**src/rtl/core/qos_pkg.sv**
```systemverilog
// ============================================================================
// qos_pkg
// Shared types, widths and constants for the queue occupancy statistics block.
// ============================================================================
`default_nettype none

package qos_pkg;

  // FIFO geometry
  localparam int unsigned QUEUE_DEPTH = 64;
  localparam int unsigned PTR_W       = (QUEUE_DEPTH > 1) ? $clog2(QUEUE_DEPTH) : 1;
  localparam int unsigned CNT_W       = $clog2(QUEUE_DEPTH + 1);
  // multiplier operand holds fill count plus busy flag
  localparam int unsigned MUL_W       = CNT_W + 1;

  // field widths
  localparam int unsigned TIME_W = 32;
  localparam int unsigned ACC_W  = 48;
  localparam int unsigned ARR_W  = 16;
  localparam int unsigned QLEN_W = 7;
  localparam int unsigned ERR_W  = 2;

  localparam logic [ARR_W-1:0] ARRIVAL_LIMIT_RESET = 16'd100;
  localparam logic [ARR_W-1:0] ARR_MAX             = '1;
  localparam logic [ACC_W-1:0] ACC_MAX             = '1;

  // result payload: 266 bits of fields, padded to whole bytes
  localparam int unsigned RES_W     = 1 + QLEN_W + ARR_W + 1 + 1 + 5 * ACC_W;
  localparam int unsigned TDATA_O_W = ((RES_W + 7) / 8) * 8;
  localparam int unsigned PAD_W     = TDATA_O_W - RES_W;

  // event kind carried on tuser
  typedef enum logic [0:0] {
    EV_ARRIVAL = 1'b0,
    EV_DEPART  = 1'b1
  } event_e;

  // error codes
  typedef enum logic [ERR_W-1:0] {
    ERR_NONE     = 2'd0,
    ERR_DROP     = 2'd1,
    ERR_IDLE_DEP = 2'd2
  } err_e;

  // sequencer states
  typedef enum logic [3:0] {
    ST_IDLE,
    ST_DELTA,
    ST_AREA_Q,
    ST_AREA_B,
    ST_AREA_S,
    ST_EVENT,
    ST_SOJOURN,
    ST_WAIT,
    ST_OUT
  } state_e;

  // subtractor operand select: event time minus ...
  typedef enum logic [1:0] {
    SUB_LAST,
    SUB_SERVICE,
    SUB_HEAD
  } sub_sel_e;

  // accumulator select for the multiply and saturating add
  typedef enum logic [2:0] {
    ACC_QUEUE,
    ACC_BUSY,
    ACC_SYSTEM,
    ACC_SOJOURN,
    ACC_WAIT
  } acc_sel_e;

  // sequencer to datapath control
  typedef struct packed {
    logic     in_ready;
    logic     sub_en;
    sub_sel_e sub_sel;
    logic     mac_en;
    acc_sel_e acc_sel;
    logic     ev_apply;
    logic     sj_apply;
    logic     wt_apply;
    logic     out_load;
  } ctrl_t;

  // FIFO access control
  typedef struct packed {
    logic             wr_en;
    logic [PTR_W-1:0] wr_addr;
    logic [PTR_W-1:0] rd_addr;
  } fifo_ctrl_t;

  // result word, last field (busy_res) in the lowest bits
  typedef struct packed {
    logic [PAD_W-1:0]  pad;
    logic [ACC_W-1:0]  total_sojourn;
    logic [ACC_W-1:0]  total_wait;
    logic [ACC_W-1:0]  area_system;
    logic [ACC_W-1:0]  area_busy;
    logic [ACC_W-1:0]  area_queue;
    logic              arrival_wanted;
    logic              service_started;
    logic [ARR_W-1:0]  arrived_count;
    logic [QLEN_W-1:0] queue_length;
    logic              busy_res;
  } result_t;

  // circular pointer advance
  function automatic logic [PTR_W-1:0] next_ptr(input logic [PTR_W-1:0] p);
    logic [PTR_W-1:0] r;
    if (p == PTR_W'(QUEUE_DEPTH - 1)) begin
      r = '0;
    end else begin
      r = p + PTR_W'(1);
    end
    return r;
  endfunction

endpackage

`default_nettype wire

```
**src/rtl/core/qos_fifo.sv**
```systemverilog
// ============================================================================
// qos_fifo
// Arrival time store: one write port, one registered read port.
// ============================================================================
`default_nettype none

module qos_fifo (
  input  wire logic                        clk_i,
  input  wire qos_pkg::fifo_ctrl_t         ctrl_i,
  input  wire logic [qos_pkg::TIME_W-1:0]  wr_data_i,
  output logic      [qos_pkg::TIME_W-1:0]  rd_data_o
);

  logic [qos_pkg::TIME_W-1:0] mem [qos_pkg::QUEUE_DEPTH];
  logic [qos_pkg::TIME_W-1:0] rd_data_q;

  // write at tail, read head every cycle
  always_ff @(posedge clk_i) begin
    if (ctrl_i.wr_en) begin
      mem[ctrl_i.wr_addr] <= wr_data_i;
    end
    rd_data_q <= mem[ctrl_i.rd_addr];
  end

  assign rd_data_o = rd_data_q;

endmodule

`default_nettype wire

```
**src/rtl/core/qos_alu.sv**
```systemverilog
// ============================================================================
// qos_alu
// Shared arithmetic: clamped time difference and saturating multiply-add.
// ============================================================================
`default_nettype none

module qos_alu (
  input  wire logic [qos_pkg::TIME_W-1:0] sub_a_i,
  input  wire logic [qos_pkg::TIME_W-1:0] sub_b_i,
  output logic      [qos_pkg::TIME_W-1:0] diff_o,
  input  wire logic [qos_pkg::ACC_W-1:0]  acc_i,
  input  wire logic [qos_pkg::MUL_W-1:0]  mult_i,
  input  wire logic [qos_pkg::TIME_W-1:0] delta_i,
  output logic      [qos_pkg::ACC_W-1:0]  sum_o
);

  localparam int unsigned PROD_W = qos_pkg::MUL_W + qos_pkg::TIME_W;

  logic [PROD_W-1:0]          prod;
  logic [qos_pkg::ACC_W:0]    sum;

  // elapsed ticks, negative taken as zero
  assign diff_o = (sub_a_i >= sub_b_i) ? (sub_a_i - sub_b_i) : '0;

  // weight times elapsed, added with saturation at all ones
  assign prod  = PROD_W'(mult_i) * PROD_W'(delta_i);
  assign sum   = {1'b0, acc_i} + (qos_pkg::ACC_W + 1)'(prod);
  assign sum_o = (sum >= {1'b0, qos_pkg::ACC_MAX}) ? qos_pkg::ACC_MAX
                                                   : sum[qos_pkg::ACC_W-1:0];

endmodule

`default_nettype wire

```
**src/rtl/core/qos_seq.sv**
```systemverilog
// ============================================================================
// qos_seq
// Event sequencer: steps the shared unit through the area and delay updates.
// ============================================================================
`default_nettype none

module qos_seq (
  input  wire logic           clk_i,
  input  wire logic           rst_ni,
  input  wire logic           in_valid_i,
  input  wire qos_pkg::event_e func_i,
  input  wire logic           busy_i,
  input  wire logic           fill_nz_i,
  input  wire logic           out_free_i,
  output qos_pkg::ctrl_t      ctrl_o
);

  qos_pkg::state_e state_q, state_d;

  // state register
  always_ff @(posedge clk_i or negedge rst_ni) begin
    if (!rst_ni) begin
      state_q <= qos_pkg::ST_IDLE;
    end else begin
      state_q <= state_d;
    end
  end

  // next state
  always_comb begin
    state_d = state_q;
    unique case (state_q)
      qos_pkg::ST_IDLE:    if (in_valid_i) state_d = qos_pkg::ST_DELTA;
      qos_pkg::ST_DELTA:   state_d = qos_pkg::ST_AREA_Q;
      qos_pkg::ST_AREA_Q:  state_d = qos_pkg::ST_AREA_B;
      qos_pkg::ST_AREA_B:  state_d = qos_pkg::ST_AREA_S;
      qos_pkg::ST_AREA_S:  state_d = qos_pkg::ST_EVENT;
      qos_pkg::ST_EVENT: begin
        if (func_i == qos_pkg::EV_DEPART && busy_i) begin
          state_d = qos_pkg::ST_SOJOURN;
        end else begin
          state_d = qos_pkg::ST_OUT;
        end
      end
      qos_pkg::ST_SOJOURN: state_d = fill_nz_i ? qos_pkg::ST_WAIT : qos_pkg::ST_OUT;
      qos_pkg::ST_WAIT:    state_d = qos_pkg::ST_OUT;
      qos_pkg::ST_OUT:     if (out_free_i) state_d = qos_pkg::ST_IDLE;
      default:             state_d = qos_pkg::ST_IDLE;
    endcase
  end

  // control outputs
  always_comb begin
    ctrl_o         = '0;
    ctrl_o.sub_sel = qos_pkg::SUB_LAST;
    ctrl_o.acc_sel = qos_pkg::ACC_QUEUE;
    unique case (state_q)
      qos_pkg::ST_IDLE:   ctrl_o.in_ready = 1'b1;
      qos_pkg::ST_DELTA: begin
        ctrl_o.sub_en  = 1'b1;
        ctrl_o.sub_sel = qos_pkg::SUB_LAST;
      end
      qos_pkg::ST_AREA_Q: begin
        ctrl_o.mac_en  = 1'b1;
        ctrl_o.acc_sel = qos_pkg::ACC_QUEUE;
      end
      qos_pkg::ST_AREA_B: begin
        ctrl_o.mac_en  = 1'b1;
        ctrl_o.acc_sel = qos_pkg::ACC_BUSY;
      end
      qos_pkg::ST_AREA_S: begin
        ctrl_o.mac_en  = 1'b1;
        ctrl_o.acc_sel = qos_pkg::ACC_SYSTEM;
      end
      qos_pkg::ST_EVENT: begin
        // sojourn delay prepared alongside the event update
        ctrl_o.ev_apply = 1'b1;
        ctrl_o.sub_en   = 1'b1;
        ctrl_o.sub_sel  = qos_pkg::SUB_SERVICE;
      end
      qos_pkg::ST_SOJOURN: begin
        // add sojourn, prepare queuing delay of the head item
        ctrl_o.mac_en   = 1'b1;
        ctrl_o.acc_sel  = qos_pkg::ACC_SOJOURN;
        ctrl_o.sub_en   = 1'b1;
        ctrl_o.sub_sel  = qos_pkg::SUB_HEAD;
        ctrl_o.sj_apply = 1'b1;
      end
      qos_pkg::ST_WAIT: begin
        ctrl_o.mac_en   = 1'b1;
        ctrl_o.acc_sel  = qos_pkg::ACC_WAIT;
        ctrl_o.wt_apply = 1'b1;
      end
      qos_pkg::ST_OUT:    ctrl_o.out_load = out_free_i;
      default:            ctrl_o.in_ready = 1'b0;
    endcase
  end

endmodule

`default_nettype wire

```
**src/rtl/core/queue_occupancy_statistics_top.sv**
```systemverilog
// ============================================================================
// queue_occupancy_statistics_top
// Single-server queue monitor with time-weighted areas and delay totals.
// ============================================================================
// Each input transaction is one event (arrival or departure) with a tick
// timestamp; each event yields exactly one result transaction. The block is
// not ready while an event is in work: an arrival or a departure while idle
// steps through the elapsed-time, three area and event states, a departure
// that empties the server adds the sojourn step and a departure that starts
// the next queued item adds the wait step too; the final output step waits
// while the previous result is still held on m_axis_tready_i. The work runs on
// the one shared multiply and saturating-add unit, which updates the five
// 48-bit accumulators one per cycle. The arrival time FIFO is a 64-entry
// memory with a registered read port; its contents are undefined after reset.
// ============================================================================
`default_nettype none

module queue_occupancy_statistics_top (
  input  wire logic                          clk_i,
  input  wire logic                          rst_ni,
  // configuration: arrival_limit
  input  wire logic                          cfg_wr_en_i,
  input  wire logic [qos_pkg::ARR_W-1:0]     cfg_wr_data_i,
  // event stream in
  input  wire logic                          s_axis_tvalid_i,
  output logic                               s_axis_tready_o,
  input  wire logic [qos_pkg::TIME_W-1:0]    s_axis_tdata_i,  // [31:0] event_time
  input  wire logic                          s_axis_tuser_i,  // [0] func
  // result stream out
  output logic                               m_axis_tvalid_o,
  input  wire logic                          m_axis_tready_i,
  // tdata: [0] busy_res, [7:1] queue_length, [23:8] arrived_count,
  // [24] service_started, [25] arrival_wanted, [73:26] area_queue,
  // [121:74] area_busy, [169:122] area_system, [217:170] total_wait,
  // [265:218] total_sojourn, [271:266] zero
  output logic [qos_pkg::TDATA_O_W-1:0]      m_axis_tdata_o,
  output logic [qos_pkg::ERR_W-1:0]          m_axis_tuser_o   // [1:0] error
);

  qos_pkg::ctrl_t       ctrl;
  qos_pkg::fifo_ctrl_t  fifo_ctrl;

  // event capture
  qos_pkg::event_e              func_q;
  logic [qos_pkg::TIME_W-1:0]   now_q;

  // queue state
  logic [qos_pkg::PTR_W-1:0]    head_q, tail_q;
  logic [qos_pkg::CNT_W-1:0]    fill_q;
  logic                         busy_q;
  logic [qos_pkg::TIME_W-1:0]   svc_arr_q, last_time_q, delta_q;
  logic [qos_pkg::ARR_W-1:0]    arrivals_q, limit_q;
  logic [qos_pkg::ACC_W-1:0]    acc_queue_q, acc_busy_q, acc_system_q;
  logic [qos_pkg::ACC_W-1:0]    acc_wait_q, acc_sojourn_q;
  logic                         started_q;
  qos_pkg::err_e                err_q;

  // output register
  logic                         out_valid_q;
  qos_pkg::result_t             out_res_q;
  qos_pkg::err_e                out_err_q;

  // shared unit operands
  logic [qos_pkg::TIME_W-1:0]   sub_b, diff, fifo_rd;
  logic [qos_pkg::ACC_W-1:0]    acc_in, mac_sum;
  logic [qos_pkg::MUL_W-1:0]    mult;
  logic                         fifo_full, out_free;

  assign fifo_full = (fill_q == qos_pkg::CNT_W'(qos_pkg::QUEUE_DEPTH));
  assign out_free  = !out_valid_q || m_axis_tready_i;

  // sequencer
  qos_seq u_seq (
    .clk_i      (clk_i),
    .rst_ni     (rst_ni),
    .in_valid_i (s_axis_tvalid_i),
    .func_i     (func_q),
    .busy_i     (busy_q),
    .fill_nz_i  (fill_q != '0),
    .out_free_i (out_free),
    .ctrl_o     (ctrl)
  );

  // arrival time store
  assign fifo_ctrl.wr_en   = ctrl.ev_apply && (func_q == qos_pkg::EV_ARRIVAL)
                             && busy_q && !fifo_full;
  assign fifo_ctrl.wr_addr = tail_q;
  assign fifo_ctrl.rd_addr = head_q;

  qos_fifo u_fifo (
    .clk_i     (clk_i),
    .ctrl_i    (fifo_ctrl),
    .wr_data_i (now_q),
    .rd_data_o (fifo_rd)
  );

  // operand selection for the shared unit
  always_comb begin
    unique case (ctrl.sub_sel)
      qos_pkg::SUB_LAST:    sub_b = last_time_q;
      qos_pkg::SUB_SERVICE: sub_b = svc_arr_q;
      qos_pkg::SUB_HEAD:    sub_b = fifo_rd;
      default:              sub_b = last_time_q;
    endcase
  end

  always_comb begin
    unique case (ctrl.acc_sel)
      qos_pkg::ACC_QUEUE: begin
        acc_in = acc_queue_q;
        mult   = qos_pkg::MUL_W'(fill_q);
      end
      qos_pkg::ACC_BUSY: begin
        acc_in = acc_busy_q;
        mult   = qos_pkg::MUL_W'(busy_q);
      end
      qos_pkg::ACC_SYSTEM: begin
        acc_in = acc_system_q;
        mult   = qos_pkg::MUL_W'(fill_q) + qos_pkg::MUL_W'(busy_q);
      end
      qos_pkg::ACC_SOJOURN: begin
        acc_in = acc_sojourn_q;
        mult   = qos_pkg::MUL_W'(1);
      end
      qos_pkg::ACC_WAIT: begin
        acc_in = acc_wait_q;
        mult   = qos_pkg::MUL_W'(1);
      end
      default: begin
        acc_in = acc_queue_q;
        mult   = '0;
      end
    endcase
  end

  qos_alu u_alu (
    .sub_a_i (now_q),
    .sub_b_i (sub_b),
    .diff_o  (diff),
    .acc_i   (acc_in),
    .mult_i  (mult),
    .delta_i (delta_q),
    .sum_o   (mac_sum)
  );

  // event capture and elapsed-time register (payload, no reset)
  always_ff @(posedge clk_i) begin
    if (ctrl.in_ready && s_axis_tvalid_i) begin
      func_q <= qos_pkg::event_e'(s_axis_tuser_i);
      now_q  <= s_axis_tdata_i;
    end
    if (ctrl.sub_en) begin
      delta_q <= diff;
    end
  end

  // queue bookkeeping and accumulators
  always_ff @(posedge clk_i or negedge rst_ni) begin
    if (!rst_ni) begin
      head_q        <= '0;
      tail_q        <= '0;
      fill_q        <= '0;
      busy_q        <= 1'b0;
      svc_arr_q     <= '0;
      last_time_q   <= '0;
      arrivals_q    <= '0;
      limit_q       <= qos_pkg::ARRIVAL_LIMIT_RESET;
      acc_queue_q   <= '0;
      acc_busy_q    <= '0;
      acc_system_q  <= '0;
      acc_wait_q    <= '0;
      acc_sojourn_q <= '0;
      started_q     <= 1'b0;
      err_q         <= qos_pkg::ERR_NONE;
    end else begin
      if (cfg_wr_en_i) begin
        limit_q <= cfg_wr_data_i;
      end
      if (ctrl.in_ready && s_axis_tvalid_i) begin
        started_q <= 1'b0;
        err_q     <= qos_pkg::ERR_NONE;
      end
      if (ctrl.sub_en && ctrl.sub_sel == qos_pkg::SUB_LAST) begin
        last_time_q <= now_q;
      end
      // write back the selected accumulator
      if (ctrl.mac_en) begin
        unique case (ctrl.acc_sel)
          qos_pkg::ACC_QUEUE:   acc_queue_q   <= mac_sum;
          qos_pkg::ACC_BUSY:    acc_busy_q    <= mac_sum;
          qos_pkg::ACC_SYSTEM:  acc_system_q  <= mac_sum;
          qos_pkg::ACC_SOJOURN: acc_sojourn_q <= mac_sum;
          qos_pkg::ACC_WAIT:    acc_wait_q    <= mac_sum;
          default:              acc_queue_q   <= acc_queue_q;
        endcase
      end
      // arrival, or departure while idle
      if (ctrl.ev_apply) begin
        if (func_q == qos_pkg::EV_ARRIVAL) begin
          if (arrivals_q != qos_pkg::ARR_MAX) begin
            arrivals_q <= arrivals_q + qos_pkg::ARR_W'(1);
          end
          priority if (!busy_q) begin
            busy_q    <= 1'b1;
            svc_arr_q <= now_q;
            started_q <= 1'b1;
          end else if (!fifo_full) begin
            tail_q <= qos_pkg::next_ptr(tail_q);
            fill_q <= fill_q + qos_pkg::CNT_W'(1);
          end else begin
            err_q <= qos_pkg::ERR_DROP;
          end
        end else if (!busy_q) begin
          err_q <= qos_pkg::ERR_IDLE_DEP;
        end
      end
      // departure with nothing waiting frees the server
      if (ctrl.sj_apply && fill_q == '0) begin
        busy_q <= 1'b0;
      end
      // head item enters service
      if (ctrl.wt_apply) begin
        head_q    <= qos_pkg::next_ptr(head_q);
        fill_q    <= fill_q - qos_pkg::CNT_W'(1);
        svc_arr_q <= fifo_rd;
        started_q <= 1'b1;
      end
    end
  end

  // output valid flag
  always_ff @(posedge clk_i or negedge rst_ni) begin
    if (!rst_ni) begin
      out_valid_q <= 1'b0;
    end else if (ctrl.out_load) begin
      out_valid_q <= 1'b1;
    end else if (m_axis_tready_i) begin
      out_valid_q <= 1'b0;
    end
  end

  // result payload
  always_ff @(posedge clk_i) begin
    if (ctrl.out_load) begin
      out_res_q.pad             <= '0;
      out_res_q.total_sojourn   <= acc_sojourn_q;
      out_res_q.total_wait      <= acc_wait_q;
      out_res_q.area_system     <= acc_system_q;
      out_res_q.area_busy       <= acc_busy_q;
      out_res_q.area_queue      <= acc_queue_q;
      out_res_q.arrival_wanted  <= (arrivals_q < limit_q);
      out_res_q.service_started <= started_q;
      out_res_q.arrived_count   <= arrivals_q;
      out_res_q.queue_length    <= qos_pkg::QLEN_W'(fill_q);
      out_res_q.busy_res        <= busy_q;
      out_err_q                 <= err_q;
    end
  end

  assign s_axis_tready_o = ctrl.in_ready;
  assign m_axis_tvalid_o = out_valid_q;
  assign m_axis_tdata_o  = out_res_q;
  assign m_axis_tuser_o  = out_err_q;

`ifndef SYNTH
  // fill count never passes the FIFO depth
  a_fill_bound: assert property (@(posedge clk_i) disable iff (!rst_ni)
    fill_q <= qos_pkg::CNT_W'(qos_pkg::QUEUE_DEPTH))
    else $error("fill count above FIFO depth");

  // items wait only while the server is busy
  a_idle_empty: assert property (@(posedge clk_i) disable iff (!rst_ni)
    !busy_q |-> (fill_q == '0))
    else $error("items queued while server idle");

  // an accepted event blocks input until its result is formed
  a_busy_after_accept: assert property (@(posedge clk_i) disable iff (!rst_ni)
    (s_axis_tvalid_i && s_axis_tready_o) |=> !s_axis_tready_o)
    else $error("input ready right after acceptance");

  // an errored event never starts service
  a_err_no_start: assert property (@(posedge clk_i) disable iff (!rst_ni)
    (m_axis_tvalid_o && out_err_q != qos_pkg::ERR_NONE) |-> !out_res_q.service_started)
    else $error("service start flagged with error");
`endif

endmodule

`default_nettype wire

```
**config.mk**
```make
export PLATFORM = sky130hd
export DESIGN_NAME = queue_occupancy_statistics_top
export DESIGN_NICKNAME = d
export VERILOG_FILES = /design/src/rtl/core/qos_pkg.sv /design/src/rtl/core/qos_fifo.sv /design/src/rtl/core/qos_alu.sv /design/src/rtl/core/qos_seq.sv /design/src/rtl/core/queue_occupancy_statistics_top.sv
export SDC_FILE = /design/constraint.sdc
export NUM_CORES = 2
export LEC_CHECK = 0
export BUFFER_PORTS_ARGS = -buffer_cell sky130_fd_sc_hd__buf_2
export CAP_MARGIN = 0
export CORE_MARGIN = 4
export CORE_UTILIZATION = 65
export CTS_BUF_LIST = sky130_fd_sc_hd__clkbuf_8
export DETAILED_ROUTE_END_ITERATION = 16
export PLACE_DENSITY_LB_ADDON = 0.2
export SYNTH_ARGS = -nofsm -noshare
export SYNTH_HDL_FRONTEND = slang
export SYNTH_SLANG_ARGS = --single-unit
```
**constraint.sdc**
```tcl
create_clock -name clk_i -period 28.4 [get_ports clk_i]
set_input_delay 1.42 -clock clk_i [delete_from_list [all_inputs] [get_ports clk_i]]
set_output_delay 1.42 -clock clk_i [all_outputs]
set_load 0.05 [all_outputs]
```
Yosys cells after proc, flatten, opt, wreduce, memory -nomap -nowiden
Memory sizes are Yosys's and may differ from the RTL's. A register that Yosys moved wholly into a read port is not among the register bits.
Index checks and enable logic that the tools add are counted.
W data, S select, Z words.
{"block": "totals", "register_bits": 697, "mem_bits_rw": 2048, "wordCells": 146, "n_memories": 1}
{"memory": "u_fifo.mem", "depth": 64, "word_bits": 32, "rd": 1, "rd_clocked_by_memory_dff": 1, "write_ports": 1, "line": "qos_fifo.sv:14", "source": "logic [qos_pkg::TIME_W-1:0] mem [qos_pkg::QUEUE_DEPTH];"}
{"block": "classes", "addsub": 8, "n_mul": 1, "n_lt_le_gt_ge": 3, "eq_ne": 24, "mux": 45, "bitwise_logic": 2, "reduce_logical": 31}
{"op": "$pmux W48 S4", "n": 1}
{"op": "$mux W32", "n": 4}
{"op": "$pmux W32 S2", "n": 1}
{"op": "$add A48 B40 Y49", "n": 1}
{"op": "$ge A49 B48 Y1 const B", "n": 1}
{"op": "$mux W48", "n": 1}
{"op": "$mul A8 B32 Y40", "n": 1}
{"op": "$pmux W4 S9", "n": 1}
{"op": "$mux W7", "n": 5}
{"op": "$ge A32 B32 Y1", "n": 1}
{"op": "$pmux W8 S4", "n": 1}
{"op": "$sub A32 B32 Y32", "n": 1}
{"op": "$pmux W4 S5", "n": 1}
{"op": "$mux W1", "n": 17}
{"op": "$add A16 B1 Y16 const B", "n": 1}
{"op": "$eq A4 B3 Y1 const B", "n": 4}
{"op": "$lt A16 B16 Y1", "n": 1}
{"op": "$mux W4", "n": 4}
{"op": "$ne A16 B16 Y1 const B", "n": 1}
{"op": "$reduce_and A2 Y1", "n": 7}
{"op": "$add A6 B1 Y6 const B", "n": 2}
{"op": "$eq A6 B6 Y1 const B", "n": 2}
{"op": "$mux W2", "n": 6}
{"op": "$mux W6", "n": 2}
{"op": "28 further kinds", "n": 47}

Longest topological paths before layout
{"block": "depth", "word_depth": 9, "ltp_mapped": 29, "mapped_depth_nobuf": 25}

By module
Synthesis repeated with hierarchy kept, for this count alone.
{"block": "unflattened", "hier_cells": 6506, "hier_area_um2": 116839.6}
{"mod": "qos_fifo", "n_inst": 1, "cells_each": 3324, "area_per_inst_um2": 78515.3}
{"mod": "queue_occupancy_statistics_top", "n_inst": 1, "cells_each": 1740, "area_per_inst_um2": 26730.6}
{"mod": "qos_alu", "n_inst": 1, "cells_each": 1398, "area_per_inst_um2": 11243.3}
{"mod": "qos_seq", "n_inst": 1, "cells_each": 44, "area_per_inst_um2": 350.3}

Worst setup path after synthesis
Ideal clock, no wire load.
{"block": "synth_timing", "path_kind": "input to register", "from": "input port m_axis_tready_i", "to": "register out_res_q (netlist bit m_axis_tdata_o[0]), enable pin", "setup_ps": 987, "arrival_ps": 14318, "t_required_ps": 27413, "path_slack_ps": 13095, "stages": 2, "path_buffers": 0, "cell_sequence": "inv_1 -> a21oi_1"}
{"item": "start, declared", "line": "queue_occupancy_statistics_top.sv:31", "source": "input wire logic m_axis_tready_i,"}
{"item": "end, declared", "line": "queue_occupancy_statistics_top.sv:60", "source": "qos_pkg::result_t out_res_q;"}

Worst setup path after layout
{"block": "layout_timing", "from": "register u_seq.state_q[0]", "to": "register acc_busy_q[11] (netlist bit)"}
{"block": "layout_between", "elab_chain_len": 9, "elab_cells_between_ends": 19, "cone_classes": "1 x add/sub; 1 x mul; 1 x order compare; 9 x eq/ne; 4 x mux; 3 x reduce/logical"}
{"item": "start, declared", "line": "qos_seq.sv:18", "source": "qos_pkg::state_e state_q, state_d;"}
{"item": "start signal, assigned", "line": "qos_seq.sv:23", "source": "state_q <= qos_pkg::ST_IDLE;"}
{"item": "start signal, assigned", "line": "qos_seq.sv:25", "source": "state_q <= state_d;"}
{"item": "$eq A4 B3 Y1 / $eq A4 B2 Y1 (equally long branches)", "line": "qos_seq.sv:57", "source": "unique case (state_q)"}
{"item": "$pmux W4 S5 (*)", "line": "qos_seq.sv:57"}
{"item": "$eq A3 B2 Y1 / $eq A3 B3 Y1 (equally long branches)", "line": "queue_occupancy_statistics_top.sv:108", "source": "unique case (ctrl.acc_sel)"}
{"item": "$reduce_or A2 Y1 (no line)"}
{"item": "$pmux W8 S4", "line": "queue_occupancy_statistics_top.sv:108"}
{"item": "$mul A8 B32 Y40", "line": "qos_alu.sv:26", "source": "assign prod = PROD_W'(mult_i) * PROD_W'(delta_i);"}
{"item": "$add A48 B40 Y49", "line": "qos_alu.sv:27", "source": "assign sum = {1'b0, acc_i} + (qos_pkg::ACC_W + 1)'(prod);"}
{"item": "$ge A49 B48 Y1", "line": "qos_alu.sv:28", "source": "assign sum_o = (sum >= {1'b0, qos_pkg::ACC_MAX}) ? qos_pkg::ACC_MAX"}
{"item": "$mux W48", "line": "qos_alu.sv:28"}
{"item": "end signal, assigned", "line": "queue_occupancy_statistics_top.sv:190", "source": "qos_pkg::ACC_BUSY: acc_busy_q <= mac_sum;"}
{"item": "end, declared", "line": "queue_occupancy_statistics_top.sv:53", "source": "logic [qos_pkg::ACC_W-1:0] acc_queue_q, acc_busy_q, acc_system_q;"}
Mark *: on every way between the ends. The rest lies on a longest branch, timed or not.
A chain may end at the register's enable or synchronous reset.

==> results.toml <==
[clocking]
cts_tree = "yes"
cts_buffers = 434
cts_buffer_depth = 4
cts.sinks = 2777
root_buffer = "clkbuf_8"
cts_hold_buf = 0
ctsResizeCount = 0
clkLatencyLatePin_ns = 1.08
htreeDepth = 5
cts_setup_buffers = 0
clk_pin_slew_worst_paths_ns = 0.06

[global_routing]
grt_util_met2_pct = 52.15
grt_pass1_vias = 64130
grt_usage_pct = 32.86
grt_pass1_wl_mm = 437.2
use_met1_pct = 45.16
grt_max_degree = 172
grt.busiest_layer = "met2"
grt_remaining_overflow = 0
use_met3_pct = 7.367
antenna_found_initial = 21

[sta]
fmax_mhz = 111.7
fin_ws_ns = 19.45
hold_viol = 0
max_slew_margin_pct = 20.30
layout_worst_path_cycle_share_pct = 31.52
rsz0062_at_grt = "false"
fin_tns_setup_ns = 0
min_period_ns = 8.952
finalMaxSlewViolations = 0
tightest_slew_ns = 1.195
clock-skew-final_ns = 0.06099
finalSetupViolations = 0

[power]
power_density_nw_per_um2 = 108.5
vdd_drop_max_mv = 0.1020
leakage_nw = 45.46
finalPower_mw = 13.96

[synthesis]
synth_top_area_share_pct = 61.74
synthMuxAreaShare_pct = 13.47
ys_warn_count = 0
synth_compound_area_share_pct = 4.151
synthTopCellsByArea = "edfxtp_1 62%, mux4_2 13%, dfrtp_1 7.8%"
synthCells = 6414
seq_area_frac_synth_pct = 70.16
synth_top_family_by_area = "multiplexers"
async_flop_share_pct = 13.11
synth-seq-cells = 2777
synth.cell_area_um2 = 115800
synthXorXnorAreaFrac_pct = 0.6731
synthFlopType = "edfxtp_1"
synth.avg_cell_area_um2 = 18.05
synth-adder-area-share_pct = 5.154
synth_edf_count = 2381
yosysTopAreaCell = "edfxtp_1"
synth_cell_types = 83
synth-simple-area-share_pct = 4.460

[placement]
placed_area_um2 = 121000
gp_congestion = 0.9195
dp_slack_ns = 19.70
dp_hpwl_mm = 182.2
io_buffers = 323

[route]
antenna_left = 0
drt_wl_total_mm = 299.5
drc = 0
drtIter0Drc = 8215
via_per_inst = 6.590
wl_per_cell_um = 30.87
first_pass_iters = 9
num_vias = 63930

[floorplanning]
core_um2 = 176700
die_h_um = 430.1
ioPinCount = 330
initial_utilization_pct = 65.54
dieArea_um2 = 185000
row_count = 154
die-width_um = 430.1

[status]
outcome = "finished, final reports clean"

[layout]
nNetsFinal = 7420
drive_above_1_share_pct = 25.28
syn_to_final_growth_pct = 11.14
finalInstanceArea_um2 = 128700

[setup_path]
startpoint_type = "flop"
crit_type = "flop to flop"
worstPathMaxFanout = 63
required_ns = 29.33
cp.arrival_ns = 9.89
critPathCaptureType = "flop"

[job]
maxCapViolCount = 0

[hold_path]
hp-class = "input pin to async pin"
==> worst max-delay path: stages, from the launching register on <==
cell and delay, ns:
dfrtp_1 0.89, nor2_1 0.29, nand2_2 0.56, buf_4 0.67, nor2_1 0.11, o21ai_0 0.25, o21ai_2 0.09, buf_4 0.25
and2_1 0.23, fa_1 0.47, fa_1 0.52, fa_1 0.49, inv_1 0.05, fa_1 0.47, inv_1 0.04, ha_1 0.42
and4_1 0.33, and3_1 0.20, nand2_1 0.06, nor3_1 0.18, a211oi_2 0.19, o31ai_2 0.57, and2b_2 0.33, buf_4 0.53
nor2_1 0.25, o21ai_0 0.23
==> path summary, 6_finish.rpt <==
path                                           start        endpoint  slack, ns  depth (start not counted)
worst max-delay path                u_seq.state_q[0]  acc_busy_q[11]      19.45                         25
worst min-delay path                          rst_ni  acc_wait_q[44]       0.42                          1
worst max register to register      u_seq.state_q[0]  acc_busy_q[11]      19.45                         25
worst min register to register  u_fifo.rd_data_o[20]   svc_arr_q[20]       0.46                          2
max in group asynchronous                     rst_ni  arrivals_q[15]      25.38                          3
min in group clk_i              u_fifo.rd_data_o[20]   svc_arr_q[20]       0.46                          2
==> area by class of cell <==
cell class | instances | area (um^2)
clock buffer | 457 | 6290
multi-input combinational | 3073 | 32910
antenna | 12 | 30.03
tap | 2340 | 2928
fill | 10260 | 47990
inverter | 239 | 898.4
sequential | 2777 | 81270
clock inverter | 308 | 1420
timing repair buffer | 496 | 2950
==> flip-flops by register name, indices dropped and copies added, names as in the netlist <==
register,cells
u_fifo.mem,2048
m_axis_tdata_o,266
acc_busy_q,48
acc_queue_q,48
acc_sojourn_q,48
acc_system_q,48
acc_wait_q,48
delta_q,32
last_time_q,32
now_q,32
svc_arr_q,32
u_fifo.rd_data_o,32
arrivals_q,16
limit_q,16
fill_q,7
head_q,6
tail_q,6
u_seq.state_q,4
err_q,2
m_axis_tuser_o,2
busy_q,1
func_q,1
m_axis_tvalid_o,1
started_q,1
==> cells in the final DEF (no fill, tap or decap), types with 63 or more instances in the layout <==
master and n:
buf_2 322, inv_1 380, a22oi_1 120, nand2_1 520, mux4_2 672, and2_1 152, clkinv_1 93, dfrtp_1 355
fa_1 220, buf_4 171, nor2_1 181, a21oi_1 166, ha_1 124, xnor2_1 63, edfxtp_1 2381, o21ai_0 282
clkbuf_8 457
==> per-stage QoR <==
step           utilization (%)  instances  hold slack [ns]
6_report                 72.84       9702           0.4233
5_1_grt                  72.82       9692           0.4262
4_1_cts                  72.82       9690           0.3525
3_5_place_dp             68.46       8925           0.4582
3_3_place_gp             68.46       8925           0.4510
2_1_floorplan                -       6419           0.4248
==> cell families (layout without fill, tap and decap cells) <==
logic type	after synthesis	count (layout)
flip-flops	2777	2777
AND/OR/NAND/NOR	1136	1136
AO/OA/AOI/OAI	784	784
multiplexers	713	713
buffers and inverters	569	1500
adder cells (fa/ha/maj)	345	345
XOR/XNOR	89	89
other	1	18
==> power breakdown <==
| group | total [mW] | internal (mW) | switching, mW |
|---|---|---|---|
| Clock | 3.02 | 1.53 | 1.49 |
| Sequential | 5.30 | 4.95 | 0.352 |
| Combinational | 5.64 | 2.08 | 3.56 |
| Total | 14.0 | 8.56 | 5.40 |
==> synthesized netlist by cell type, drive strengths merged, types with 4 or more instances <==
library cell and number:
nor2 242, o21a 8, inv 239, xor2 26, a221oi 4, clkbuf 231
or3 8, nor2b 46, nor3 18, nand3b 12, o211ai 8, o21bai 16
a31o 5, fa 220, nand3 53, o21ai 296, and4 7, a21oi 171
dfxtp 32, xnor2 63, a22oi 120, a221o 5, and3 14, and2 152
or2 6, dfrtp 361, mux4 672, a31oi 47, nor4 7, o22a 6
mux2 40, buf 99, edfxtp 2381, nand2 522, a211oi 8, nand2b 23
nand4 15, o31ai 12, ha 125, a21o 48
==> layer usage <==
layer  vias to the layer above  part of all wire [%]
met2                      4254                    49
li1                      26170                     -
met3                       635                    11
met1                     32860                    36
met4                        14                   4.4
met5                         -                 0.034
(Power assumes the default switching activity.)
